===== src/bws_pkg.sv =====
// Shared definitions for the two-dimensional box window sum.
// Holds default sizes, register indexes, reset values and the per-item flag struct.
// No dependencies.
`default_nettype none

package bws_pkg;

    localparam int MAX_SIDE_DEF    = 1024;
    localparam int MAX_RADIUS_DEF  = 8;
    localparam int SAMPLE_BITS_DEF = 16;

    // configuration port
    localparam int CFG_SIDE_W   = 11;
    localparam int CFG_RADIUS_W = 4;
    localparam int CFG_DATA_W   = 11;
    localparam int CFG_INDEX_W  = 1;

    localparam logic [CFG_INDEX_W-1:0] REG_IMAGE_SIDE    = 1'd0;
    localparam logic [CFG_INDEX_W-1:0] REG_WINDOW_RADIUS = 1'd1;

    localparam logic [CFG_SIDE_W-1:0]   SIDE_RESET   = 11'd1024;
    localparam logic [CFG_RADIUS_W-1:0] RADIUS_RESET = 4'd1;

    // result queue
    localparam int FIFO_DEPTH = 4;

    // position facts of one sample, worked out when it is taken
    typedef struct packed {
        logic span_zero;      // radius zero: result is the sample itself
        logic row_zero;       // first row of the frame
        logic row_ge_span;    // oldest stored row leaves the column sum
        logic col_zero;       // first column: restart horizontal sum
        logic col_past_span;  // oldest column sum leaves the horizontal sum
        logic emit;           // window lies fully inside the image
        logic last;           // final sample of the frame
    } bws_flags_t;

endpackage

`default_nettype wire


===== src/bws_ctrl.sv =====
// Configuration registers and frame position counters of the box window sum.
// Classifies each incoming sample by its place in the frame.
// Depends on bws_pkg.
`default_nettype none

module bws_ctrl
    import bws_pkg::*;
#(
    parameter int MAX_SIDE   = MAX_SIDE_DEF,
    parameter int MAX_RADIUS = MAX_RADIUS_DEF,
    localparam int IDX_W     = $clog2(MAX_SIDE),
    localparam int SROW_W    = (MAX_RADIUS > 0) ? $clog2(2 * MAX_RADIUS) : 1,
    localparam int DSLOT_W   = $clog2(2 * MAX_RADIUS + 1)
)
(
    input  wire logic                    clk,
    input  wire logic                    rst_n,
    input  wire logic                    cfg_wr_en,
    input  wire logic [CFG_INDEX_W-1:0]  cfg_index,
    input  wire logic [CFG_DATA_W-1:0]   cfg_wdata,
    input  wire logic                    accept,
    output logic      [IDX_W-1:0]        col,
    output logic      [SROW_W-1:0]       srow,
    output logic      [DSLOT_W-1:0]      dslot,
    output bws_flags_t                   flags,
    output logic      [IDX_W-1:0]        res_row,
    output logic      [IDX_W-1:0]        res_col
);

    localparam int N_W    = IDX_W + 1;
    localparam int SPAN_W = $clog2(2 * MAX_RADIUS + 1);

    logic [CFG_SIDE_W-1:0]   side_reg;
    logic [CFG_RADIUS_W-1:0] radius_reg;
    logic [N_W-1:0]          n_used;
    logic [SPAN_W-1:0]       span;

    logic [IDX_W-1:0]   row_reg, row_next;
    logic [IDX_W-1:0]   col_reg, col_next;
    logic [SROW_W-1:0]  srow_reg, srow_next;
    logic [DSLOT_W-1:0] dslot_reg, dslot_next;
    logic               col_last, row_last;

    always_comb
    begin
        if (side_reg == '0)
            n_used = N_W'(1);
        else if (32'(side_reg) > MAX_SIDE)
            n_used = N_W'(MAX_SIDE);
        else
            n_used = N_W'(side_reg);

        if (32'(radius_reg) > MAX_RADIUS)
            span = SPAN_W'(2 * MAX_RADIUS);
        else
            span = SPAN_W'({radius_reg, 1'b0});
    end

    always_comb
    begin
        col_last = (32'(col_reg) + 32'd1) >= 32'(n_used);
        row_last = (32'(row_reg) + 32'd1) >= 32'(n_used);

        col_next   = col_reg + 1'b1;
        row_next   = row_reg;
        srow_next  = srow_reg;
        dslot_next = (32'(dslot_reg) == 32'(span)) ? '0 : dslot_reg + 1'b1;

        if (col_last)
        begin
            col_next   = '0;
            dslot_next = '0;
            if (row_last)
            begin
                row_next  = '0;
                srow_next = '0;
            end
            else
            begin
                row_next  = row_reg + 1'b1;
                // row slot in the store runs modulo twice the radius
                srow_next = ((32'(srow_reg) + 32'd1) >= 32'(span)) ? '0 : srow_reg + 1'b1;
            end
        end
    end

    always_comb
    begin
        flags.span_zero     = (span == '0);
        flags.row_zero      = (row_reg == '0);
        flags.row_ge_span   = 32'(row_reg) >= 32'(span);
        flags.col_zero      = (col_reg == '0);
        flags.col_past_span = 32'(col_reg) > 32'(span);
        flags.emit          = (32'(span) < 32'(n_used)) && (32'(row_reg) >= 32'(span))
                              && (32'(col_reg) >= 32'(span));
        flags.last          = row_last && col_last;
        col     = col_reg;
        srow    = srow_reg;
        dslot   = dslot_reg;
        res_row = IDX_W'(32'(row_reg) - 32'(span));
        res_col = IDX_W'(32'(col_reg) - 32'(span));
    end

    always_ff @(posedge clk or negedge rst_n)
    begin
        if (!rst_n)
        begin
            side_reg   <= SIDE_RESET;
            radius_reg <= RADIUS_RESET;
            row_reg    <= '0;
            col_reg    <= '0;
            srow_reg   <= '0;
            dslot_reg  <= '0;
        end
        else if (cfg_wr_en)
        begin
            case (cfg_index)
                REG_IMAGE_SIDE:
                begin
                    side_reg  <= cfg_wdata[CFG_SIDE_W-1:0];
                    row_reg   <= '0;
                    col_reg   <= '0;
                    srow_reg  <= '0;
                    dslot_reg <= '0;
                end
                REG_WINDOW_RADIUS:
                begin
                    radius_reg <= cfg_wdata[CFG_RADIUS_W-1:0];
                    row_reg    <= '0;
                    col_reg    <= '0;
                    srow_reg   <= '0;
                    dslot_reg  <= '0;
                end
                default:
                begin
                end
            endcase
        end
        else if (accept)
        begin
            row_reg   <= row_next;
            col_reg   <= col_next;
            srow_reg  <= srow_next;
            dslot_reg <= dslot_next;
        end
    end

endmodule

`default_nettype wire


===== config.mk =====
export PLATFORM = sky130hd
export DESIGN_NAME = bws_ctrl
export DESIGN_NICKNAME = d
export VERILOG_FILES = /design/src/bws_pkg.sv /design/src/bws_ctrl.sv
export SDC_FILE = /design/constraint.sdc
export NUM_CORES = 1
export LEC_CHECK = 0
export BUFFER_PORTS_ARGS = -buffer_cell sky130_fd_sc_hd__buf_2
export CORE_ASPECT_RATIO = 0.5
export CORE_UTILIZATION = 45
export CTS_CLUSTER_DIAMETER = 120
export DETAILED_ROUTE_END_ITERATION = 10
export GPL_TIMING_DRIVEN = 0
export PLACE_DENSITY = 0.66
export SLEW_MARGIN = 30
export SYNTH_ARGS = -nofsm -noshare
export SYNTH_HDL_FRONTEND = slang
export SYNTH_SLANG_ARGS = --single-unit

===== constraint.sdc =====
create_clock -name clk -period 3.1 [get_ports clk]
set_clock_uncertainty 0.1 [all_clocks]
set_input_delay 0.62 -clock clk [delete_from_list [all_inputs] [get_ports clk]]
set_output_delay 0.62 -clock clk [all_outputs]
set_load 0.03 [all_outputs]

# Word-level counts from Yosys, hierarchy flattened
# Index checks and enable logic that the tools add are counted.
# classes
eq_ne	1
muxes	19
n_lt_le_gt_ge	9
bitwise	1
add_sub_neg	9
reduce_logical	12
# op_table
op	count
two-way mux 10 bit	7
two-way mux 5 bit	5
adder 10 x 1 -> 11 bit (second input constant)	2
greater-or-equal comparator 11 bit	2
two-way mux 11 bit	2
adder 10 x 1 -> 10 bit (second input constant)	2
greater-or-equal comparator 10 x 5 -> 1 bit	2
logical NOT 10 bit	2
two-way mux 4 bit	5
subtractor 10 x 5 -> 10 bit	2
> comparator 11 bit (second input constant)	1
logical NOT 11 bit	1
< comparator 5 x 11 -> 1 bit	1
> comparator 10 x 5 -> 1 bit	1
AND reduction 2 bit	3
adder 4 x 1 -> 5 bit (second input constant)	1
adder 5 x 1 -> 5 bit (second input constant)	1
equality test 5 bit	1
greater-or-equal comparator 5 bit	1
logical NOT 5 bit	1
adder 4 x 1 -> 4 bit (second input constant)	1
> comparator 4 bit (second input constant)	1
nonzero test 2 bit	2
logical AND 1 bit	3
NOT 1 bit	1
# word_totals
word_cells	57
regBits	44
out_inout_bits	46
input_bits	16

# Logic depth before layout (Yosys ltp)
# logic_depth
word_depth	8
mapped_depth	14
mapped_depth_nobuf	12

# Worst setup path after synthesis
# OpenSTA, ideal clock, no wires.
# synth_path
kind	flip-flop to output port
start	register col_reg[0], in the netlist col[0]
end	output port flags[0] (netlist name)
n_path_buf	0
t_arrival_ns	2.838
stages_incl_launch_ff	11
slack_ns	-0.458
t_required_ns	2.380
path_cell_list	dfrtp_1 -> ha_1 -> and3_1 -> and3_1 -> and3_1 -> and3_1 -> ha_1 -> inv_1 -> o21ai_2 -> o41a_4 -> and2_1
# synth_lines
element	line	rtl
start: declaration	bws_ctrl.sv:39	logic [IDX_W-1:0] col_reg, col_next;
start signal: assignment	bws_ctrl.sv:142	col_reg <= col_next;
end: declaration	bws_ctrl.sv:25	output bws_flags_t flags,

==> summary.txt <==
Status
  – Outcome: finished, violations left
  – Failing checks: setup timing

Floorplanning
  – Core Footprint: 7597 um2
  – Number of cell rows: 22
  – I/O pins: between 60 and 70
  – Die Y: 65.80 um
  – Die area: 8528 um2
  – Initial Utilization: 0.4822
  – Die X: 129.6 um

Logic synthesis
  – Post-Syn Area: ~3700 um2
  – Post-synth top area share: 0.2869
  – Gate Count Post-Synth: ~400
  – Ys Warns: 0
  – Mean Syn Cell Area: around 9 um2
  – Largest area contributor in the netlist: dfrtp_1
  – Seq/Total Area, Yosys: 0.3012
  – Post-synth EDFFs: 0
  – Post-synth ARST share: 1.000
  – Top cells by count, synth: ha_1, dfrtp_1, nand2_1
  – Yosys cell types: between 50 and 60
  – Synth Flop Type: dfrtp_1
  – Count leader, synth: ha_1
  – Net Count, Synth: ~460
  – Top post-synthesis cells by area: dfrtp_1, ha_1, xor2_1, mux2_2, nand2_1
  – Seq cells post-synth: 44

Global route
  – Total gr overflow: 0
  – Vias in the first global route: about 3000
  – Initial antenna violation count: 0
  – First-pass GRT wire length: 15390 um
  – Largest net degree at the start of global routing: 45
  – Gr usage total: 0.2429

Cells and area
  – Area growth from synthesis to layout: 34.05%
  – Largest register FFs: 11
  – Net count, final: about 560
  – Ratio of cells with drive above 1 in the final layout: 0.3843
  – Non-filler cells, final: between 600 and 700
  – Antenna diodes: 0

Route
  – DRT antenna net count: 0
  – Total Wirelength: 10040 um
  – DR iter-0 viols: 187
  – Via count: 3307
  – 1st-pass router iterations: 4
  – DRC Markers: 0
  – Routed length per instance: 16.60 um
  – DR vias/cell: 5.466

Setup path
  – Slowest Stage Delay on Critical Path: approximately 0.50 ns
  – CP delay by family, top: simple AND/OR/NAND/NOR gates
  – Reg-to-Reg Start: col[0]$_DFFE_PN0P_
  – Worst r2r path cells: 14
  – WP data arrival: approximately 2.9 ns
  – CP startpoint: col[0]$_DFFE_PN0P_
  – Crit-path slowest cell: o41a_4
  – CP Capture Type: primary output
  – Reg2Reg Setup Slack: -0.22 ns
  – Worst path required time: 2.38 ns
  – CP Launch Type: register
  – Critical Path, Cell by Cell: and3_4, and3_4, and3_4, nand3_4, xnor2_2, ha_1, a21oi_2, o21ai_2, o41a_4, and2_4, buf_6
  – WP buf/inv: 1
  – Most used cell, CP: and3_4
  – Worst r2r dst: col[5]$_DFFE_PN0P_
  – Crit Path Class: reg -> out
  – Critical-path maximum fanout: 4

Clock network
  – Sink Count: 44
  – Worst skew pair latency: 0.29 ns
  – Hold Buf Count CTS: 0
  – Bufs on Longest Clock Path: 2
  – CTS Buf Count: 5
  – H-Tree Depth: 2
  – CTS Root Cell: clkbuf_16
  – CTS tree: yes
  – Clk slew on worst S/H paths: 0.06 ns

Placed design
  – Dpl ws: -0.5993 ns
  – Hpwl dp: 6896 um
  – Final Wtd Congestion: 0.7994
  – DP Cell Count: 566
  – I/O Buffers: between 50 and 60

Job
  – Max_cap viols: 0

Power and ir drop
  – PwrDens: 435.9 nW/um2
  – Maximum vdd drop: 0.2491 mV
  – Leakage: 2.408 nW

Timing
  – Setup violators final: 35
  – F_max: roughly 0.28 GHz
  – Tmin final: about 3.6 ns
  – Final Cycle Share: 1.159
  – Final worst slack: -0.4941 ns
  – Final hold vios: 0
  – Least-Margin Pin Slew: 0.9954 ns
  – Final Max Slew Viols: 0
  – Slew headroom: 0.3303
  – RSZ-0062 raised after global routing: yes

Hold path
  – Hold Crit Class: in -> async
-- what timing repair did --
action,in CTS,in global routing
cloned,1,2
buffers inserted,24,7
pin swaps,11,7
resized for setup,39,46
endpoints found under the setup margin,46,42
-- power breakdown --
| group | switching [mW] | internal, mW |
|---|---|---|
| Combinational | 0.560 | 0.395 |
| Clock | 0.233 | 0.299 |
| Sequential | 0.0400 | 0.614 |
| Total | 0.833 | 1.31 |
-- metal layers --
metal	up-vias	GRT usage	part of all wire
met5	-	0	0
met4	0	0.06395	0.010
met3	9	0.04693	0.056
met2	88	0.3643	0.44
met1	1597	0.3554	0.50
li1	1613	-	-
-- layout by cell type (no fill, tap or decap), types with 6 or more instances in the layout --
| cell | count |
|---|---|
| nand2b_1 | 7 |
| mux2_2 | 15 |
| o21ai_0 | 10 |
| and3_4 | 7 |
| dfrtp_1 | 38 |
| a22o_1 | 11 |
| buf_4 | 38 |
| buf_2 | 49 |
| and3_1 | 7 |
| inv_1 | 17 |
| xor2_1 | 27 |
| nor2b_1 | 11 |
| a21oi_1 | 16 |
| ha_1 | 38 |
| o31ai_1 | 6 |
| nor2_1 | 14 |
| nor2_2 | 6 |
| buf_6 | 7 |
| xnor2_1 | 11 |
| clkbuf_1 | 11 |
| nand3_1 | 11 |
| clkbuf_16 | 6 |
| nand2_1 | 35 |
-- final cells by class --
| type | count | area (um2) |
|---|---|---|
| well taps | 108 | 135.1 |
| clock buffers | 7 | 132.6 |
| inverters | 20 | 82.58 |
| multi-input cells | 315 | 2705 |
| clock inverters | 1 | 5.005 |
| plain buffers | 18 | 107.6 |
| repair buffers | 92 | 634.4 |
| flip-flops and latches | 44 | 1109 |
| fillers | 665 | 2686 |
-- how the worst max path moves through the flow --
stage	depth (start not counted)	end	slack (ns)
after detailed placement	9	flags[1]	-0.60
final	11	flags[0]	-0.49
after global routing	11	flags[0]	-0.59
after CTS	11	flags[0]	-0.52
after floorplan	10	flags[0]	-0.20
after global placement	9	flags[1]	-1.19
-- cell families after synthesis --
logic type / share of synthesized area
buffers and inverters: 0.05020
XOR/XNOR: 0.1004
flip-flops: 0.3012
multiplexers: 0.04611
AO/OA/AOI/OAI: 0.1472
adder cells (fa/ha/maj): 0.1612
AND/OR/NAND/NOR: 0.1937
-- through the flow --
stage | hold slack (ns) | utilization | TNS (ns) | cell area, um2 | power [mW]
floorplan | 0.2244 | - | -0.2370 | 3724 | 1.207
global placement | 0.4071 | 0.5468 | -8.685 | 4154 | 1.410
detailed placement | 0.4231 | 0.5479 | -8.153 | 4163 | 1.426
CTS | 0.2499 | 0.6113 | -4.048 | 4644 | 2.067
global route | 0.2784 | 0.6464 | -9.677 | 4911 | 2.248
finish | 0.2316 | 0.6464 | -5.283 | 4911 | 2.141
No activity file was read; power rests on OpenSTA's default activity.
