==> config.mk <==
export PLATFORM = sky130hd
export DESIGN_NAME = bws_out_fifo
export DESIGN_NICKNAME = d
export VERILOG_FILES = /design/src/bws_pkg.sv /design/src/bws_out_fifo.sv
export SDC_FILE = /design/constraint.sdc
export NUM_CORES = 1
export LEC_CHECK = 0
export BUFFER_PORTS_ARGS = -buffer_cell sky130_fd_sc_hd__buf_2
export CORE_UTILIZATION = 45
export CTS_CLUSTER_SIZE = 25
export DETAILED_ROUTE_END_ITERATION = 12
export PLACE_DENSITY_LB_ADDON = 0.2
export SYNTH_ARGS = -nofsm -noshare
export SYNTH_HDL_FRONTEND = slang
export SYNTH_SLANG_ARGS = --single-unit
==> constraint.sdc <==
create_clock -name clk -period 2.4 [get_ports clk]
set_input_delay 0.24 -clock clk [delete_from_list [all_inputs] [get_ports clk]]
set_output_delay 0.24 -clock clk [all_outputs]
set_load 0.005 [all_outputs]
==> src/bws_pkg.sv <==
// Shared definitions for the two-dimensional box window sum.
// Holds default sizes, register indexes, reset values and the per-item flag struct.
// No dependencies.
`default_nettype none

package bws_pkg;

    localparam int MAX_SIDE_DEF    = 1024;
    localparam int MAX_RADIUS_DEF  = 8;
    localparam int SAMPLE_BITS_DEF = 16;

    // configuration port
    localparam int CFG_SIDE_W   = 11;
    localparam int CFG_RADIUS_W = 4;
    localparam int CFG_DATA_W   = 11;
    localparam int CFG_INDEX_W  = 1;

    localparam logic [CFG_INDEX_W-1:0] REG_IMAGE_SIDE    = 1'd0;
    localparam logic [CFG_INDEX_W-1:0] REG_WINDOW_RADIUS = 1'd1;

    localparam logic [CFG_SIDE_W-1:0]   SIDE_RESET   = 11'd1024;
    localparam logic [CFG_RADIUS_W-1:0] RADIUS_RESET = 4'd1;

    // result queue
    localparam int FIFO_DEPTH = 4;

    // position facts of one sample, worked out when it is taken
    typedef struct packed {
        logic span_zero;      // radius zero: result is the sample itself
        logic row_zero;       // first row of the frame
        logic row_ge_span;    // oldest stored row leaves the column sum
        logic col_zero;       // first column: restart horizontal sum
        logic col_past_span;  // oldest column sum leaves the horizontal sum
        logic emit;           // window lies fully inside the image
        logic last;           // final sample of the frame
    } bws_flags_t;

endpackage

`default_nettype wire

==> src/bws_out_fifo.sv <==
// Result queue between the pipeline and the result channel.
// Holds finished requests while the receiver stalls and reports its fill level.
// Depends on bws_pkg.
`default_nettype none

module bws_out_fifo
    import bws_pkg::*;
#(
    parameter int MAX_SIDE    = MAX_SIDE_DEF,
    parameter int MAX_RADIUS  = MAX_RADIUS_DEF,
    parameter int SAMPLE_BITS = SAMPLE_BITS_DEF,
    localparam int IDX_W      = $clog2(MAX_SIDE),
    localparam int WSUM_W     = SAMPLE_BITS + $clog2((2 * MAX_RADIUS + 1) * (2 * MAX_RADIUS + 1)),
    localparam int LEVEL_W    = $clog2(FIFO_DEPTH + 1)
)
(
    input  wire logic                     clk,
    input  wire logic                     rst_n,
    input  wire logic                     push,
    input  wire logic signed [WSUM_W-1:0] push_sum,
    input  wire logic        [IDX_W-1:0]  push_row,
    input  wire logic        [IDX_W-1:0]  push_col,
    input  wire logic                     push_last,
    input  wire logic                     result_stall,
    output logic                          result_valid,
    output logic signed      [WSUM_W-1:0] window_sum,
    output logic             [IDX_W-1:0]  out_row,
    output logic             [IDX_W-1:0]  out_col,
    output logic                          out_last,
    output logic             [LEVEL_W-1:0] level
);

    localparam int PTR_W = $clog2(FIFO_DEPTH);

    logic signed [WSUM_W-1:0] q_sum  [0:FIFO_DEPTH-1];
    logic        [IDX_W-1:0]  q_row  [0:FIFO_DEPTH-1];
    logic        [IDX_W-1:0]  q_col  [0:FIFO_DEPTH-1];
    logic                     q_last [0:FIFO_DEPTH-1];

    logic [PTR_W-1:0]   wr_ptr_reg, rd_ptr_reg;
    logic [LEVEL_W-1:0] level_reg;
    logic               pop;

    assign pop = (level_reg != '0) && !result_stall;

    always_ff @(posedge clk)
    begin
        if (push)
        begin
            q_sum[wr_ptr_reg]  <= push_sum;
            q_row[wr_ptr_reg]  <= push_row;
            q_col[wr_ptr_reg]  <= push_col;
            q_last[wr_ptr_reg] <= push_last;
        end
    end

    always_ff @(posedge clk or negedge rst_n)
    begin
        if (!rst_n)
        begin
            wr_ptr_reg <= '0;
            rd_ptr_reg <= '0;
            level_reg  <= '0;
        end
        else
        begin
            if (push)
                wr_ptr_reg <= (32'(wr_ptr_reg) == FIFO_DEPTH - 1) ? '0 : wr_ptr_reg + 1'b1;
            if (pop)
                rd_ptr_reg <= (32'(rd_ptr_reg) == FIFO_DEPTH - 1) ? '0 : rd_ptr_reg + 1'b1;
            if (push && !pop)
                level_reg <= level_reg + 1'b1;
            else if (pop && !push)
                level_reg <= level_reg - 1'b1;
        end
    end

    assign result_valid = (level_reg != '0);
    assign window_sum   = q_sum[rd_ptr_reg];
    assign out_row      = q_row[rd_ptr_reg];
    assign out_col      = q_col[rd_ptr_reg];
    assign out_last     = q_last[rd_ptr_reg];
    assign level        = level_reg;

endmodule

`default_nettype wire

### Yosys cells after proc, flatten, opt, wreduce, memory -nomap -nowiden

Memories as Yosys holds them, arrays and structs flattened.
Cells that the tools add are included.
Widths: inputs -> output; s select.

* register bits: 7
* memory bits (writable): 184
* input port bits: 50
* output and inout bits: 50
* word-level logic and storage cells: 27
* memories kept: 4

Memory list
* q_sum: words 4, bits a word 25, read ports 1, clocked after memory_dff 0, write ports 1, line bws_out_fifo.sv:35 `logic signed [WSUM_W-1:0] q_sum [0:FIFO_DEPTH-1];`
* q_col: words 4, bits a word 10, read ports 1, clocked after memory_dff 0, write ports 1, line bws_out_fifo.sv:37 `logic [IDX_W-1:0] q_col [0:FIFO_DEPTH-1];`
* q_row: words 4, bits a word 10, read ports 1, clocked after memory_dff 0, write ports 1, line bws_out_fifo.sv:36 `logic [IDX_W-1:0] q_row [0:FIFO_DEPTH-1];`
* q_last: words 4, bits a word 1, read ports 1, clocked after memory_dff 0, write ports 1, line bws_out_fifo.sv:38 `logic q_last [0:FIFO_DEPTH-1];`

* add/subtract/negate cells: 4
* equality and inequality tests: 2
* muxes and demuxes: 6
* reductions and logical operators: 8

Operators by type and width (number)
* $mux 3: 2
* $add 2x1->2 const B: 2
* $eq 2x2->1 const B: 2
* $mux 2: 2
* $add 3x1->3 const B: 1
* $logic_and 1x1->1: 3
* $logic_not 1->1: 3
* $reduce_bool 3->1: 1
* $sub 3x1->3 const B: 1
* $mux 1: 2
* $reduce_bool 2->1: 1

### Depth between registers and ports, before layout

* depth after elaboration: 5
* depth in mapped cells: 9
* gate-level depth less buffers: 9

### Worst setup path before layout

No wires, ideal clock.

* path kind: reg2reg
* from: register wr_ptr_reg[0]
* to: memory q_col[0][0] in the netlist's numbering, enable pin
* setup time: 408 ps
* arrival time: 1726 ps
* required time: 1992 ps
* slack: 266 ps
* stages on the path, launching flop included: 4
* path buffers: 0
* period minus slack after synthesis: 2134 ps
* cells stage by stage: dfrtp_1 -> inv_1 -> ha_1 -> and2_1

RTL lines
* start: declaration: line bws_out_fifo.sv:40 `logic [PTR_W-1:0] wr_ptr_reg, rd_ptr_reg;`
* start signal: assignment: line bws_out_fifo.sv:68 `wr_ptr_reg <= (32'(wr_ptr_reg) == FIFO_DEPTH - 1) ? '0 : wr_ptr_reg + 1'b1;`
* end: declaration: line bws_out_fifo.sv:37

No word-level cell before the write port.

### Worst setup path after layout

* from: register level_reg[0], in the netlist level[0]
* to: register level_reg[2], in the netlist level[2]

* cells in the longest elaborated chain, start to end: 5
* elaborated cells on any way between the ends: 10
* those cells by class: 2 x add/sub; 2 x mux; 6 x reduce/logical

Ends and longest elaborated chain
* start: declaration: line bws_out_fifo.sv:41 `logic [LEVEL_W-1:0] level_reg;`
* start signal: assignment: line bws_out_fifo.sv:72 `level_reg <= level_reg + 1'b1;`
* start signal: assignment: line bws_out_fifo.sv:74 `level_reg <= level_reg - 1'b1;`
* branches (longest 5 deep; another with $sub 3x1->3)

Parallel ways; which one is timed is not known. The select of a mux whose other input is x is not followed.
A chain may end at the register's enable or synchronous reset.

==> insert_results.sql <==
INSERT INTO impl_metrics (metric_group, metric, value, unit) VALUES
('grt', 'grt_start_max_net_pins', '34', ''),
('synth', 'synth_top_family_by_area', 'multiplexers', ''),
('die', 'die_h', '127', 'microns'),
('synth', 'yosys-top-cells-area', 'sky130_fd_sc_hd__edfxtp_1 78%, sky130_fd_sc_hd__mux4_2 15%, sky130_fd_sc_hd__dfrtp_1 2.5%', ''),
('timing', 'worst_slew_pin_slew', '0.506', 'ns'),
('detailed_routing', 'detail_route.first_pass.iterations', '4', ''),
('synth', 'ys.warnings.count', '0', ''),
('synth', 'netlist_area', '7070', 'sq um'),
('clocking', 'max-clock-path-buffers', '2', ''),
('grt', 'groute.usage.overall', '16.1', '%'),
('worst_setup_path', 'setup.worst_path.end_class', 'flop', ''),
('timing', 'timing_hold_violations_final', '0', ''),
('finish', 'reg.largest.list', 'q_sum x100, q_col x40, q_row x40', ''),
('synth', 'synth_simple_gate_area_share', '0.974', '%'),
('finish', 'largest_reg_flops', '100', ''),
('synth', 'yosysMostFrequentCell', 'sky130_fd_sc_hd__edfxtp_1', ''),
('power_and_ir_drop', 'power.density_cell_area', '1140', 'nW/um^2'),
('timing', 'fmax', '0.465', 'GHz'),
('clocking', 'ctsRootBufferMaster', 'sky130_fd_sc_hd__clkbuf_16', ''),
('die', 'core.rowCount', '45', ''),
('detailed_routing', 'drtAntennaViolNets', '0', ''),
('synth', 'adder_cell_area_share_of_the_yosys_netlist', '1.35', '%'),
('synth', 'synth_area_per_cell', '25.5', 'sq um'),
('worst_setup_path', 'critPathLaunchType', 'flop', ''),
('finish', 'antenna_cells_inserted', '0', ''),
('clocking', 'cts-buffers-inserted', '17', ''),
('synth', 'ys_seq_area_share', '80.7', '%'),
('timing', 'layout_min_cycle_time', '2.15', 'ns'),
('place', 'detailed_place_hpwl', '7.33', 'mm'),
('synth', 'yosysTopAreaCellShare', '78.2', '%'),
('synth', 'syn_inst', '277', ''),
('place', 'pre_cts_ws', '0.240', 'ns'),
('worst_setup_path', 'cp_max_fo', '4', ''),
('timing', 'worst_slew_slack_as_a_fraction_of_its_limit', '66.2', '%'),
('timing', 'worst_slack', '0.250', 'ns'),
('clocking', 'cts.sinks', '191', ''),
('synth', 'synth_cell_type_count', '20', ''),
('power_and_ir_drop', 'power.static_leakage', '0.00294', 'uW'),
('synth', 'synth_xor_area_share', '0.372', '%'),
('die', 'boundaryPins', '100', ''),
('grt', 'first_pass_grt_wire_length', '18.4', 'mm'),
('detailed_routing', 'wl_per_instance', '19.1', 'microns'),
('finish', 'largest_register', 'q_sum', ''),
('clocking', 'worst_setup_hold_path_clk_slew', '0.06', 'ns'),
('die', 'floorplan.initialDensity', '46.3', '%'),
('grt', 'antenna_violations_before_repair', '2', ''),
('detailed_routing', 'drt-initial-drc-count', '239', ''),
('timing', 'fin_setup_tns', '0', 'ns'),
('finish', 'filler_cell_count', '1158', ''),
('synth', 'synth.mux.area_fraction', '15.2', '%'),
('place', 'gpl.final_weighted_congestion', '0.701', ''),
('detailed_routing', 'post-route-drc-count', '0', ''),
('outcome', 'status', 'complete, no violations', ''),
('synth', 'synth_compound_area_share', '0.142', '%'),
('grt', 'overflow', '0', ''),
('finish', 'layout-area-overhead-vs-synth', '19.8', '%'),
('die', 'die_width', '127', 'microns'),
('timing', 'fin_crit_sh', '89.6', '%'),
('clocking', 'tritoncts', 'built', ''),
('synth', 'count_of_flip_flops_with_a_built_in_enable_after_synthesis', '184', ''),
('timing', 'finalMaxSlewViolations', '0', ''),
('die', 'core_region_area', '15300', 'sq um'),
('synth', 'yosys_register_bits', '191', ''),
('worst_setup_path', 'timing.critical_path.required', '2.75', 'ns'),
('min_path', 'classification_of_the_worst_slack_hold_path', 'input pin to flop', ''),
('die', 'dieArea', '16200', 'sq um'),
('power_and_ir_drop', 'ir_drop', '0.532', 'mV'),
('detailed_routing', 'via_per_inst', '5.06', ''),
('worst_setup_path', 'cp.arrival', '2.50', 'ns'),
('synth', 'synth_top_cell_by_area', 'sky130_fd_sc_hd__edfxtp_1', ''),
('synth', 'synth_async_sr_flop_share', '3.66', '%');
-- what timing repair did --
action                     in CTS  in global routing
setup endpoints to repair       0                 11
setup buffers                   0                  3
hold buffers                    1                  0
resized for setup               0                  0
hold endpoints to repair        7                  0
-- layout by cell type, fill, tap and decap left out --
| master | Yosys | layout |
|---|---|---|
| sky130_fd_sc_hd__xor2_1 | 2 | 2 |
| sky130_fd_sc_hd__mux2_2 | 1 | 1 |
| sky130_fd_sc_hd__mux4_2 | 46 | 46 |
| sky130_fd_sc_hd__or3_4 | 1 | 1 |
| sky130_fd_sc_hd__clkinv_2 | 0 | 4 |
| sky130_fd_sc_hd__xnor2_1 | 1 | 1 |
| sky130_fd_sc_hd__clkbuf_1 | 1 | 1 |
| sky130_fd_sc_hd__nor2b_4 | 1 | 1 |
| sky130_fd_sc_hd__clkinv_4 | 0 | 2 |
| sky130_fd_sc_hd__buf_2 | 4 | 99 |
| sky130_fd_sc_hd__dfrtp_4 | 0 | 1 |
| sky130_fd_sc_hd__ha_1 | 6 | 6 |
| sky130_fd_sc_hd__nor2_1 | 3 | 3 |
| sky130_fd_sc_hd__nand2_1 | 2 | 2 |
| sky130_fd_sc_hd__fa_1 | 1 | 1 |
| sky130_fd_sc_hd__and2_2 | 0 | 4 |
| sky130_fd_sc_hd__dlygate4sd3_1 | 0 | 1 |
| sky130_fd_sc_hd__clkinvlp_4 | 0 | 1 |
| sky130_fd_sc_hd__inv_6 | 0 | 1 |
| sky130_fd_sc_hd__dfrtp_1 | 7 | 5 |
| sky130_fd_sc_hd__clkbuf_16 | 0 | 17 |
| sky130_fd_sc_hd__o21ai_0 | 2 | 2 |
| sky130_fd_sc_hd__edfxtp_1 | 184 | 184 |
| sky130_fd_sc_hd__clkinv_1 | 0 | 6 |
| sky130_fd_sc_hd__buf_12 | 0 | 6 |
| sky130_fd_sc_hd__mux2_4 | 2 | 2 |
| sky130_fd_sc_hd__buf_4 | 2 | 9 |
| sky130_fd_sc_hd__dfrtp_2 | 0 | 1 |
| sky130_fd_sc_hd__inv_1 | 4 | 4 |
-- metrics by stage --
step	util (%)	cells	total power (uW)	hold WS, ns	area, sq um
6_report	55.5	625	9670	0.0301	8470
5_1_grt	55.5	625	10200	0.0129	8470
4_1_cts	55.3	622	9810	0.00716	8440
3_5_place_dp	52.0	589	7390	0.0896	7930
3_3_place_gp	52.0	589	7340	0.0848	7930
2_1_floorplan	-	277	6230	-0.0556	7070
-- cell families (layout without fill, tap and decap cells) --
group / Yosys count / count (layout)
compound gates: 2 / 2
xor+xnor: 3 / 3
fa+ha+maj: 7 / 7
buf+inv: 14 / 151
flops: 191 / 191
mux: 49 / 49
simple gates: 11 / 11
-- worst max-delay path, cell delays in order, from the launching register on --
cell	delay, ns
sky130_fd_sc_hd__dfrtp_1	0.43
sky130_fd_sc_hd__or3_4	0.40
sky130_fd_sc_hd__nor2b_4	0.14
sky130_fd_sc_hd__inv_1	0.05
sky130_fd_sc_hd__ha_1	0.17
sky130_fd_sc_hd__inv_1	0.06
sky130_fd_sc_hd__fa_1	0.38
sky130_fd_sc_hd__xor2_1	0.17
sky130_fd_sc_hd__nor2_1	0.12
sky130_fd_sc_hd__xor2_1	0.15
-- layer usage --
metal	global-route usage [%]	up-vias	wire (microns)
met5	0	-	23
met4	7.14	4	150
met3	5.07	16	640
met2	25.9	86	5890
met1	20.3	1632	5250
li1	-	1424	-
-- power breakdown --
part | internal (uW) | total (uW) | leakage (uW) | switching (uW)
logic | 1490 | 2750 | 0.000922 | 1270
registers | 4290 | 4490 | 0.00177 | 207
clock network | 1300 | 2420 | 0.000249 | 1120
total | 7070 | 9670 | 0.00294 | 2600
-- cell type report --
| type | count | area, sq um | area share (%) |
|---|---|---|---|
| flip-flops and latches | 191 | 5710 | 67.4 |
| clock inverters | 14 | 76.3 | 0.902 |
| clock buffers | 18 | 429 | 5.07 |
| inverters | 4 | 15.0 | 0.177 |
| repair buffers | 115 | 693 | 8.19 |
| well taps | 211 | 264 | 3.12 |
| multi-input cells | 72 | 1280 | 15.1 |
-- worst paths after layout --
path                       slack [ns]  cells after the start                   endpoint                  from
max in group asynchronous        2.01                      2  rd_ptr_reg[0]$_DFFE_PN0P_                 rst_n
hold / removal                   0.03                      1     q_sum[2][16]$_DFFE_PP_          push_sum[16]
setup reg to reg                 0.25                      9       level[2]$_DFFE_PN0P_  level[0]$_DFFE_PN0P_
hold reg to reg                  0.49                      1       level[2]$_DFFE_PN0P_  level[2]$_DFFE_PN0P_
setup / recovery                 0.25                      9       level[2]$_DFFE_PN0P_  level[0]$_DFFE_PN0P_
min in group asynchronous        0.20                      2       level[0]$_DFFE_PN0P_                 rst_n
No activity file was read; power rests on OpenSTA's default activity.
