==> config.mk <==
export PLATFORM = sky130hd
export DESIGN_NAME = bws_hsum
export DESIGN_NICKNAME = d
export VERILOG_FILES = /design/src/bws_pkg.sv /design/src/bws_hsum.sv
export SDC_FILE = /design/constraint.sdc
export NUM_CORES = 1
export LEC_CHECK = 0
export BUFFER_PORTS_ARGS = -buffer_cell sky130_fd_sc_hd__buf_4
export CAP_MARGIN = 30
export CORE_MARGIN = 4
export CORE_UTILIZATION = 61
export DETAILED_ROUTE_END_ITERATION = 6
export PLACE_DENSITY = 0.8
export REMOVE_ABC_BUFFERS = 1
export SYNTH_ARGS = -nofsm -noshare
export SYNTH_HDL_FRONTEND = slang
export SYNTH_SLANG_ARGS = --single-unit
export TNS_END_PERCENT = 100
==> constraint.sdc <==
create_clock -name clk -period 5.3 [get_ports clk]
set_input_delay 0.265 -clock clk [delete_from_list [all_inputs] [get_ports clk]]
set_output_delay 0.265 -clock clk [all_outputs]
set_load 0.02 [all_outputs]
==> src/bws_pkg.sv <==
// Shared definitions for the two-dimensional box window sum.
// Holds default sizes, register indexes, reset values and the per-item flag struct.
// No dependencies.
`default_nettype none

package bws_pkg;

    localparam int MAX_SIDE_DEF    = 1024;
    localparam int MAX_RADIUS_DEF  = 8;
    localparam int SAMPLE_BITS_DEF = 16;

    // configuration port
    localparam int CFG_SIDE_W   = 11;
    localparam int CFG_RADIUS_W = 4;
    localparam int CFG_DATA_W   = 11;
    localparam int CFG_INDEX_W  = 1;

    localparam logic [CFG_INDEX_W-1:0] REG_IMAGE_SIDE    = 1'd0;
    localparam logic [CFG_INDEX_W-1:0] REG_WINDOW_RADIUS = 1'd1;

    localparam logic [CFG_SIDE_W-1:0]   SIDE_RESET   = 11'd1024;
    localparam logic [CFG_RADIUS_W-1:0] RADIUS_RESET = 4'd1;

    // result queue
    localparam int FIFO_DEPTH = 4;

    // position facts of one sample, worked out when it is taken
    typedef struct packed {
        logic span_zero;      // radius zero: result is the sample itself
        logic row_zero;       // first row of the frame
        logic row_ge_span;    // oldest stored row leaves the column sum
        logic col_zero;       // first column: restart horizontal sum
        logic col_past_span;  // oldest column sum leaves the horizontal sum
        logic emit;           // window lies fully inside the image
        logic last;           // final sample of the frame
    } bws_flags_t;

endpackage

`default_nettype wire

==> src/bws_hsum.sv <==
// Horizontal stage: running sum over the last 2R+1 full column sums of a row.
// Keeps a short delay line of column sums indexed by a wrapping slot.
// Depends on bws_pkg.
`default_nettype none

module bws_hsum
    import bws_pkg::*;
#(
    parameter int MAX_SIDE    = MAX_SIDE_DEF,
    parameter int MAX_RADIUS  = MAX_RADIUS_DEF,
    parameter int SAMPLE_BITS = SAMPLE_BITS_DEF,
    localparam int IDX_W      = $clog2(MAX_SIDE),
    localparam int DSLOT_W    = $clog2(2 * MAX_RADIUS + 1),
    localparam int CSUM_W     = SAMPLE_BITS + $clog2(2 * MAX_RADIUS + 1),
    localparam int WSUM_W     = SAMPLE_BITS + $clog2((2 * MAX_RADIUS + 1) * (2 * MAX_RADIUS + 1))
)
(
    input  wire logic                     clk,
    input  wire logic                     rst_n,
    input  wire logic                     s2_valid,
    input  wire logic signed [CSUM_W-1:0] s2_full,
    input  wire logic        [DSLOT_W-1:0] s2_dslot,
    input  wire bws_flags_t               s2_flags,
    input  wire logic        [IDX_W-1:0]  s2_res_row,
    input  wire logic        [IDX_W-1:0]  s2_res_col,
    output logic                          push,
    output logic signed      [WSUM_W-1:0] push_sum,
    output logic             [IDX_W-1:0]  push_row,
    output logic             [IDX_W-1:0]  push_col,
    output logic                          push_last
);

    localparam int DELAY_DEPTH = 2 * MAX_RADIUS + 1;

    logic signed [CSUM_W-1:0] column_delay [0:DELAY_DEPTH-1];
    logic signed [WSUM_W-1:0] hsum_reg, hsum_next;
    logic signed [WSUM_W-1:0] full_ext, oldest_ext;
    logic signed [CSUM_W-1:0] oldest;

    always_comb
    begin
        oldest     = column_delay[s2_dslot];
        full_ext   = {{(WSUM_W-CSUM_W){s2_full[CSUM_W-1]}}, s2_full};
        oldest_ext = {{(WSUM_W-CSUM_W){oldest[CSUM_W-1]}}, oldest};
        if (s2_flags.col_zero)
            hsum_next = full_ext;
        else if (s2_flags.col_past_span)
            hsum_next = hsum_reg - oldest_ext + full_ext;
        else
            hsum_next = hsum_reg + full_ext;
    end

    always_ff @(posedge clk or negedge rst_n)
    begin
        if (!rst_n)
            hsum_reg <= '0;
        else if (s2_valid)
            hsum_reg <= hsum_next;
    end

    always_ff @(posedge clk)
    begin
        if (s2_valid)
            column_delay[s2_dslot] <= s2_full;
    end

    assign push      = s2_valid && s2_flags.emit;
    assign push_sum  = hsum_next;
    assign push_row  = s2_res_row;
    assign push_col  = s2_res_col;
    assign push_last = s2_flags.last;

endmodule

`default_nettype wire

## Word level (Yosys, flattened, before mapping)

Memory sizes are Yosys's and may differ from the RTL's.
Index checks and enable logic that the tools add are counted.

| cells by class | value |
|---|---|
| add/subtract/negate cells | 3 |
| multiplexer cells | 4 |
| reductions and logical operators | 1 |

Operators by type and width:

| kind | count |
|---|---|
| 25-bit by 21-bit adder with 25-bit output | 2 |
| 25-bit 2-to-1 mux | 2 |
| 25-bit by 21-bit subtractor with 25-bit output | 1 |
| 1-bit 2-to-1 mux | 2 |
| 1-bit logical AND | 1 |

| word-level totals | value |
|---|---|
| register bits after elaboration | 25 |
| bits in writable memories | 357 |
| input port bits | 56 |
| word-level logic and storage cells | 10 |
| memories kept | 1 |

Memories:

| name | depth | width | rd ports | clocked after memory_dff | write ports | line | RTL |
|---|---|---|---|---|---|---|---|
| column_delay | 17 | 21 | 1 | 0 | 1 | bws_hsum.sv:35 | `logic signed [CSUM_W-1:0] column_delay [0:DELAY_DEPTH-1];` |

## Depth between registers and ports, before layout

Gate-level depths: netlist of run 1.
An unclocked memory read counts as a cell.

| depth | value |
|---|---|
| word-level depth | 5 |
| mapped depth | 19 |
| mapped depth without buffers | 17 |

## Worst setup path after synthesis of run 1

OpenSTA, ideal clock, no wires.

| path | value |
|---|---|
| kind | input to register |
| start | input s2_dslot[0] |
| end | register hsum_reg[20] |
| library setup time | 0.067 ns |
| data arrival time | 5.073 ns |
| required time | 5.233 ns |
| path slack | 0.160 ns |
| stages | 19 |
| buffers on the path | 3 |
| path through | buf_2 buf_2 buf_2 mux4_2 a22oi_1 o21ai_0 ha_1 inv_1 ha_1 fa_1 a211oi_2 o21ai_1 a211oi_2 o31ai_1 a311o_1 a21oi_1 mux2_2 a21oi_1 mux2_2 |

| on the way | value |
|---|---|
| cells in the longest elaborated chain, start to end | 5 |

RTL lines:

| what | line | RTL |
|---|---|---|
| start, declared | bws_hsum.sv:22 | `input wire logic [DSLOT_W-1:0] s2_dslot,` |
| memory 17 x 21 bit | -- |  |
| 25-bit by 21-bit subtractor with 25-bit output | bws_hsum.sv:48 | `hsum_next = hsum_reg - oldest_ext + full_ext;` |
| 25-bit by 21-bit adder with 25-bit output | bws_hsum.sv:48 |  |
| 25-bit 2-to-1 mux | bws_hsum.sv:47 | `else if (s2_flags.col_past_span)` |
| 25-bit 2-to-1 mux | bws_hsum.sv:45 | `if (s2_flags.col_zero)` |
| net push_sum[20] | bws_hsum.sv:27 | `output logic signed [WSUM_W-1:0] push_sum,` |
| end signal, assigned | bws_hsum.sv:58 | `hsum_reg <= hsum_next;` |
| end, declared | bws_hsum.sv:36 | `logic signed [WSUM_W-1:0] hsum_reg, hsum_next;` |

The timed path passes the listed nets, and every way through them passes these cells.
A chain may end at the register's enable or synchronous reset.

## Worst setup path in the final report of run 1

| path | value |
|---|---|
| start | memory column_delay[7][1] in the netlist's numbering |
| end | output push_sum[20] |

| on the way | value |
|---|---|
| cells in the longest elaborated chain, start to end | 5 |

RTL lines:

| what | line |
|---|---|
| start, declared | bws_hsum.sv:35 |
| memory 17 x 21 bit | -- |
| 25-bit by 21-bit subtractor with 25-bit output | bws_hsum.sv:48 |
| 25-bit by 21-bit adder with 25-bit output | bws_hsum.sv:48 |
| 25-bit 2-to-1 mux | bws_hsum.sv:47 |
| 25-bit 2-to-1 mux | bws_hsum.sv:45 |
| end, declared | bws_hsum.sv:27 |

No other way between the ends.

==> impl_metrics.py, run 1 <==
metrics = {
    "status": {
        "outcome": "finished clean",
    },
    "finish": {
        "area_overhead_vs_synth_pct": 13.41,
        "flip_flop_count_of_the_largest_register_all_copies_and_words_added": 357,
        "finish.net_count": 1444,
        "ant_cells": 0,
        "final_layout_size_suffix_gt1_share_pct": 25.60,
        "finish.cell_count_without_fillers": 1730,
        "utilization_pct": 70.43,
        "fillCellCount": 1915,
    },
    "clock_tree": {
        "tritoncts": "yes",
        "clkSlewWorstSetupHoldPaths_ps": 60,
        "cts_inserted_buffers": 39,
        "tritoncts_num_sinks": 382,
        "clock_path_buffers": 3,
        "cts.htree.levels": 2,
        "clk_root_buffer_cell": "clkbuf_16",
        "latest_clock_arrival_within_the_worst_skew_pair_ps": 560,
    },
    "timing": {
        "share_of_the_clock_period_used_by_the_worst_path_after_layout_pct": 99.31,
        "fin_tns_setup_ps": 0,
        "clock.fmax_mhz": 190.0,
        "fin_worst_skew_ps": 32.00,
        "fin_max_slew_vios": 0,
        "setup_ws_ps": 36.35,
        "grt_setup_unrepaired": "yes",
        "report.final.hold_viol_count": 0,
        "setup_viol": 0,
        "max_slew_margin_pct": 41.47,
        "finalWorstPathRequiredPeriod_ps": 5264,
        "tightest_slew_ps": 877.1,
    },
    "worst_hold_path": {
        "timing.hold.worst.class": "in -> reg",
        "worstHoldStart": "s2_full[5]",
        "timing.hold.worst_path_depth": 1,
        "worst_hold_path.endpoint": "column_delay[7][5]",
    },
    "drt": {
        "ant_nets": 0,
        "avgViaCountPerCell": 6.570,
        "detail_route.first_pass.iterations": 5,
        "aggregate_routed_wire_length_mm": 45.40,
        "drt_iter0_markers": 1327,
        "drc_errors": 0,
        "wire_per_inst_um": 26.24,
        "vias": 11370,
    },
    "power": {
        "p_seq_share_pct": 36.0,
        "share_comb_of_total_power_pct": 36.3,
        "p_sw_w": 0.003316,
        "power.leakage_nw": 7.589,
        "p_clk_share_pct": 27.6,
        "internal_power_w": 0.006363,
        "vdd_ir_drop_max_v": 0.0003200,
        "power.switching_fraction_pct": 34.26,
        "power.density_cell_area_nw_per_um2": 461.3,
    },
    "floorplan": {
        "start_util_pct": 62.10,
        "ios": 103,
        "dieHeight_um": 182.2,
        "die_width_um": 182.2,
        "placement_rows": 63,
        "floorplan.die_area_um2": 33180,
        "core_area_um2": 29800,
    },
    "logic_synthesis": {
        "synthDominantCellAreaShare_pct": 57.94,
        "ys.warnings.count": 0,
        "post_synth_instance_area_um2": 18500,
        "ys_dominant_reg_cell": "edfxtp_1",
        "synth-edff-count": 357,
        "leading_post_synthesis_cells_by_instance_count": "edfxtp_1 (357), inv_1 (103), mux4_2 (84)",
        "synth.distinct_cells": 72,
        "flip_flop_and_latch_count_after_synthesis": 382,
        "postSynth.asyncResetShare_pct": 6.545,
        "synth_top_cells_by_area": "edfxtp_1 (58%), mux4_2 (10%), dfrtp_1 (3.4%), ha_1 (3.4%), fa_1 (2.7%)",
        "postSynthAreaPerCell_um2": 15.01,
        "synthesis.instances": 1233,
        "post-synth-top-count-cell": "edfxtp_1",
        "synth.yosys.seq_area_share_pct": 61.32,
        "synth_top_area_cell": "edfxtp_1",
    },
    "setup_path": {
        "crit_path_end_kind": "primary output",
        "cp_data_arrival_time_ps": 5000,
        "worst-setup-path-type": "reg -> out",
        "worstRegToRegCells": 16,
        "regToRegStartpoint": "column_delay[7][1]",
        "rrSetupSlack_ps": 680,
        "startpoint_type": "flip-flop",
        "worst_ep_required_time_ps": 5040,
        "crit-reg2reg-capture": "hsum_reg[24]",
        "cp_max_fo": 2,
    },
    "place": {
        "dpl_cells": 1660,
        "finalWeightedCongestion": 0.9199,
        "portBuffers": 57,
        "hpwlAfterDp_mm": 29.46,
        "dp_slack_ps": 17.61,
    },
    "grt": {
        "initial_antenna_violation_count": 0,
        "grt_start_max_net_pins": 49,
        "vias_in_the_first_global_route": 11450,
        "first_pass_grt_wire_length_mm": 69.61,
        "grt_usage_pct": 27.55,
        "globalRoute.totalOverflow": 0,
    },
    "job": {
        "max_cap_viols": 0,
    },
}
[how the worst max path moves through the flow]
| stage | from | end | slack (ps) | cells after the start |
|---|---|---|---|---|
| detailed placement | s2_dslot[0] | push_sum[20] | 20 | 17 |
| CTS | column_delay[6][0] | push_sum[20] | 3 | 17 |
| global route | column_delay[7][1] | push_sum[20] | -60 | 16 |
| global placement | s2_dslot[0] | push_sum[20] | 110 | 18 |
| floorplan | s2_dslot[2] | hsum_reg[20] | 450 | 16 |
| finish | column_delay[7][1] | push_sum[20] | 40 | 16 |
[stage by stage]
step / hold slack, ps / power [W] / cell area, um2
after global placement: 229.0 / 0.006754 / 19570
final: 52.66 / 0.009680 / 20980
after detailed placement: 231.6 / 0.006815 / 19570
after global routing: 53.61 / 0.01020 / 20980
after floorplan: -30.59 / 0.005811 / 18120
after CTS: 36.03 / 0.009529 / 20870
[placed cells by master, fill, tap and decap left out, types with 23 or more instances in the layout]
cell and instances:
edfxtp_1 357, buf_4 105, inv_1 102, mux4_2 84
nand2_1 56, ha_1 50, a21oi_1 45, o21ai_0 43
a22oi_1 40, nor2_1 39, clkbuf_16 39, mux2_2 34
xnor2_1 28, dfrtp_1 25, fa_1 24, a21o_1 23
[power groups by stage]
stage	logic [W]	clock network, W	registers [W]
finish	0.00352	0.00268	0.00349
global route	0.00385	0.00286	0.00350
CTS	0.00334	0.00270	0.00348
detailed placement	0.00327	0	0.00355
global placement	0.00322	0	0.00354
floorplan	0.00229	0	0.00352
[critical path, stage by stage, from the launching register on]
cell and delay (ps):
edfxtp_1 370, mux4_2 480, mux2_2 280, a22oi_2 280, o21ai_2 140, fa_1 520
inv_2 60, fa_2 410, a211oi_4 260, o21ai_2 130, a211oi_4 310, o31ai_2 100
a311o_1 340, a21oi_2 150, mux2_4 330, a21oi_4 150, buf_6 140
[kinds of logic after synthesis]
kind of cell             Yosys count  synth area share, %
buffers and inverters            178                4.199
adder cells (fa/ha/maj)           75                6.086
XOR/XNOR                          36                1.704
flip-flops                       382                61.32
AO/OA/AOI/OAI                    249                9.041
multiplexers                     131                13.03
AND/OR/NAND/NOR                  182                4.619
[layer usage]
layer | GRT usage (%) | wire (um)
met2 | 44.59 | 22250
met1 | 39.32 | 17920
met5 | 0 | 0
met3 | 4.824 | 3834
met4 | 7.896 | 1389
[area by class of cell]
type	count	area [um2]	share of cell area [%]
clock inverters	24	245.2	1.169
well taps	390	488.0	2.325
multi-input cells	673	6589	31.40
flip-flops and latches	382	11350	54.07
clock buffers	44	1005	4.788
inverters	104	390.4	1.860
repair buffers	113	920.9	4.389
[what timing repair did]
item,CTS,global route
setup buffers,1,0
hold endpoints to repair,25,0
hold buffers,1,0
endpoints found under the setup margin,11,12
pin swaps,8,10
gates resized for setup,12,24
Note: power is estimated with default switching activity, not from simulation.
==> run 2: changes to the inputs <==
- CORE_MARGIN: 4 -> unset
- CTS_CLUSTER_DIAMETER: unset -> 60
==> impl_metrics.py, run 2 (synthesis results as in run 1) <==
metrics = {
    "status": {
        "outcome": "finished clean",
    },
    "clock_tree": {
        "clk_root_buffer_cell": "clkbuf_16",
        "clkSlewWorstSetupHoldPaths_ps": 70,
        "cts.htree.levels": 2,
        "tritoncts_num_sinks": 382,
        "clock_path_buffers": 3,
        "latest_clock_arrival_within_the_worst_skew_pair_ps": 540,
        "cts_inserted_buffers": 39,
        "tritoncts": "yes",
    },
    "floorplan": {
        "start_util_pct": 62.26,
        "ios": 103,
        "core_area_um2": 29720,
        "placement_rows": 63,
        "die_width_um": 176.2,
        "floorplan.die_area_um2": 31030,
        "dieHeight_um": 176.2,
    },
    "timing": {
        "setup_viol": 0,
        "fin_worst_skew_ps": 23.67,
        "fin_max_slew_vios": 0,
        "grt_setup_unrepaired": "yes",
        "tightest_slew_ps": 855.5,
        "clock.fmax_mhz": 194.1,
        "max_slew_margin_pct": 42.90,
        "report.final.hold_viol_count": 0,
        "finalWorstPathRequiredPeriod_ps": 5151,
        "share_of_the_clock_period_used_by_the_worst_path_after_layout_pct": 97.19,
    },
    "drt": {
        "vias": 11260,
        "detail_route.first_pass.iterations": 6,
        "aggregate_routed_wire_length_mm": 44.21,
        "drc_errors": 0,
        "avgViaCountPerCell": 6.499,
        "wire_per_inst_um": 25.51,
        "ant_nets": 0,
        "drt_iter0_markers": 1055,
    },
    "grt": {
        "vias_in_the_first_global_route": 11600,
        "first_pass_grt_wire_length_mm": 67.04,
        "grt_usage_pct": 29.58,
        "grt_start_max_net_pins": 41,
        "initial_antenna_violation_count": 0,
        "globalRoute.totalOverflow": 0,
    },
    "power": {
        "power.leakage_nw": 7.633,
        "vdd_ir_drop_max_v": 0.0002635,
        "power.density_cell_area_nw_per_um2": 465.7,
    },
    "setup_path": {
        "cp_max_fo": 2,
        "worst_ep_required_time_ps": 5040,
        "critical_path.slowest_cell": "fa_1",
        "rrSetupSlack_ps": 810,
        "crit_path_end_kind": "primary output",
        "worst-setup-path-type": "reg -> out",
        "critical_path_cell_sequence": "mux4_2 -> mux2_2 -> a22oi_2 -> o21ai_2 -> fa_1 -> inv_1 -> fa_2 -> a211oi_4 -> buf_4 -> buf_4 -> o21bai_1 -> a21oi_1 -> o21bai_1 -> a21oi_1 -> xnor2_1 -> mux2i_1 -> mux2i_1 -> buf_4",
        "critPathMostFrequentCell": "buf_4",
        "slowest_delay_ps": 490,
        "cp_data_arrival_time_ps": 4890,
        "worstRegToRegCells": 16,
        "startpoint_type": "flip-flop",
    },
    "worst_hold_path": {
        "timing.hold.worst.class": "in -> reg",
        "timing.hold.worst_path_depth": 1,
    },
    "finish": {
        "layout.cell_area.non_filler_um2": 21070,
        "layout_common_cells": "edfxtp_1 (357), buf_4 (104), inv_1 (103), mux4_2 (84), nand2_1 (56)",
        "ant_cells": 0,
        "finish.net_count": 1443,
        "flip_flop_count_of_the_largest_register_all_copies_and_words_added": 357,
        "final_layout_size_suffix_gt1_share_pct": 25.91,
        "most_frequent_standard_cell_in_the_layout_excluding_fill_and_tap_cells": "edfxtp_1",
        "area_overhead_vs_synth_pct": 13.86,
        "finish.cell_count_without_fillers": 1733,
    },
    "place": {
        "placed_area_um2": 19540,
        "portBuffers": 57,
        "dpl_cells": 1655,
        "finalWeightedCongestion": 0.9598,
        "hpwlAfterDp_mm": 28.53,
    },
    "job": {
        "max_cap_viols": 0,
    },
}
==> run 2: path summary, 6_finish.rpt <==
check / from / endpoint
max in group asynchronous: rst_n / hsum_reg[12]
hold reg to reg: hsum_reg[9] / hsum_reg[9]
hold / removal: s2_full[5] / column_delay[8][5]
setup / recovery: column_delay[4][1] / push_sum[8]
min in group asynchronous: rst_n / hsum_reg[4]
setup reg to reg: column_delay[12][8] / hsum_reg[24]
==> run 2: area by class of cell <==
cell class | instances | area (um2)
multi-input combinational | 673 | 6564
clock inverter | 23 | 290.3
sequential | 382 | 11350
clock buffer | 49 | 1075
tap | 390 | 488.0
timing repair buffer | 112 | 913.4
inverter | 104 | 390.4
fill | 1895 | 8651
==> run 2: repair_timing <==
action,4_1_cts,5_1_grt
hold endpoints to repair,25,0
hold buffers,1,0
setup endpoints to repair,2,12
pin swaps,2,9
gates cloned,0,0
resized for setup,5,27
setup buffers,1,4
==> run 2: per-layer routing <==
layer | vias up | GRT usage (%) | wire, um
li1 | 4896 | - | -
met1 | 5747 | 39.81 | 17530
met2 | 525 | 50.07 | 22160
met3 | 95 | 4.845 | 3498
met4 | 0 | 8.514 | 1018
met5 | - | 0 | 0
==> run 2: worst max-delay path: cells and delay by family (launching register included) <==
family          cells  cell delay, ps
mux                 4            1250
flops               1             380
buf+inv             4             530
compound gates      7            1140
fa+ha+maj           2             910
xor+xnor            1             140
==> run 2: stage by stage <==
step / setup TNS [ps] / hold slack [ps] / setup WS, ps / total power, W / util (%)
final: 0 / 54.68 / 149.0 / 0.009810 / 70.89
after global placement: 0 / 231.6 / 105.4 / 0.006720 / 65.74
after detailed placement: 0 / 232.9 / 43.82 / 0.006770 / 65.74
after global routing: -35.18 / 61.69 / -17.58 / 0.01030 / 70.89
after CTS: 0 / 39.50 / 18.66 / 0.009664 / 70.46
after floorplan: 0 / -30.59 / 454.0 / 0.005811 / -
==> run 2: power breakdown <==
part / switching [W] / internal, W / total [W]
Combinational: 0.00199 / 0.00147 / 0.00346
Clock: 0.00116 / 0.00171 / 0.00286
Sequential: 0.0000802 / 0.00341 / 0.00349
Total: 0.00323 / 0.00658 / 0.00981
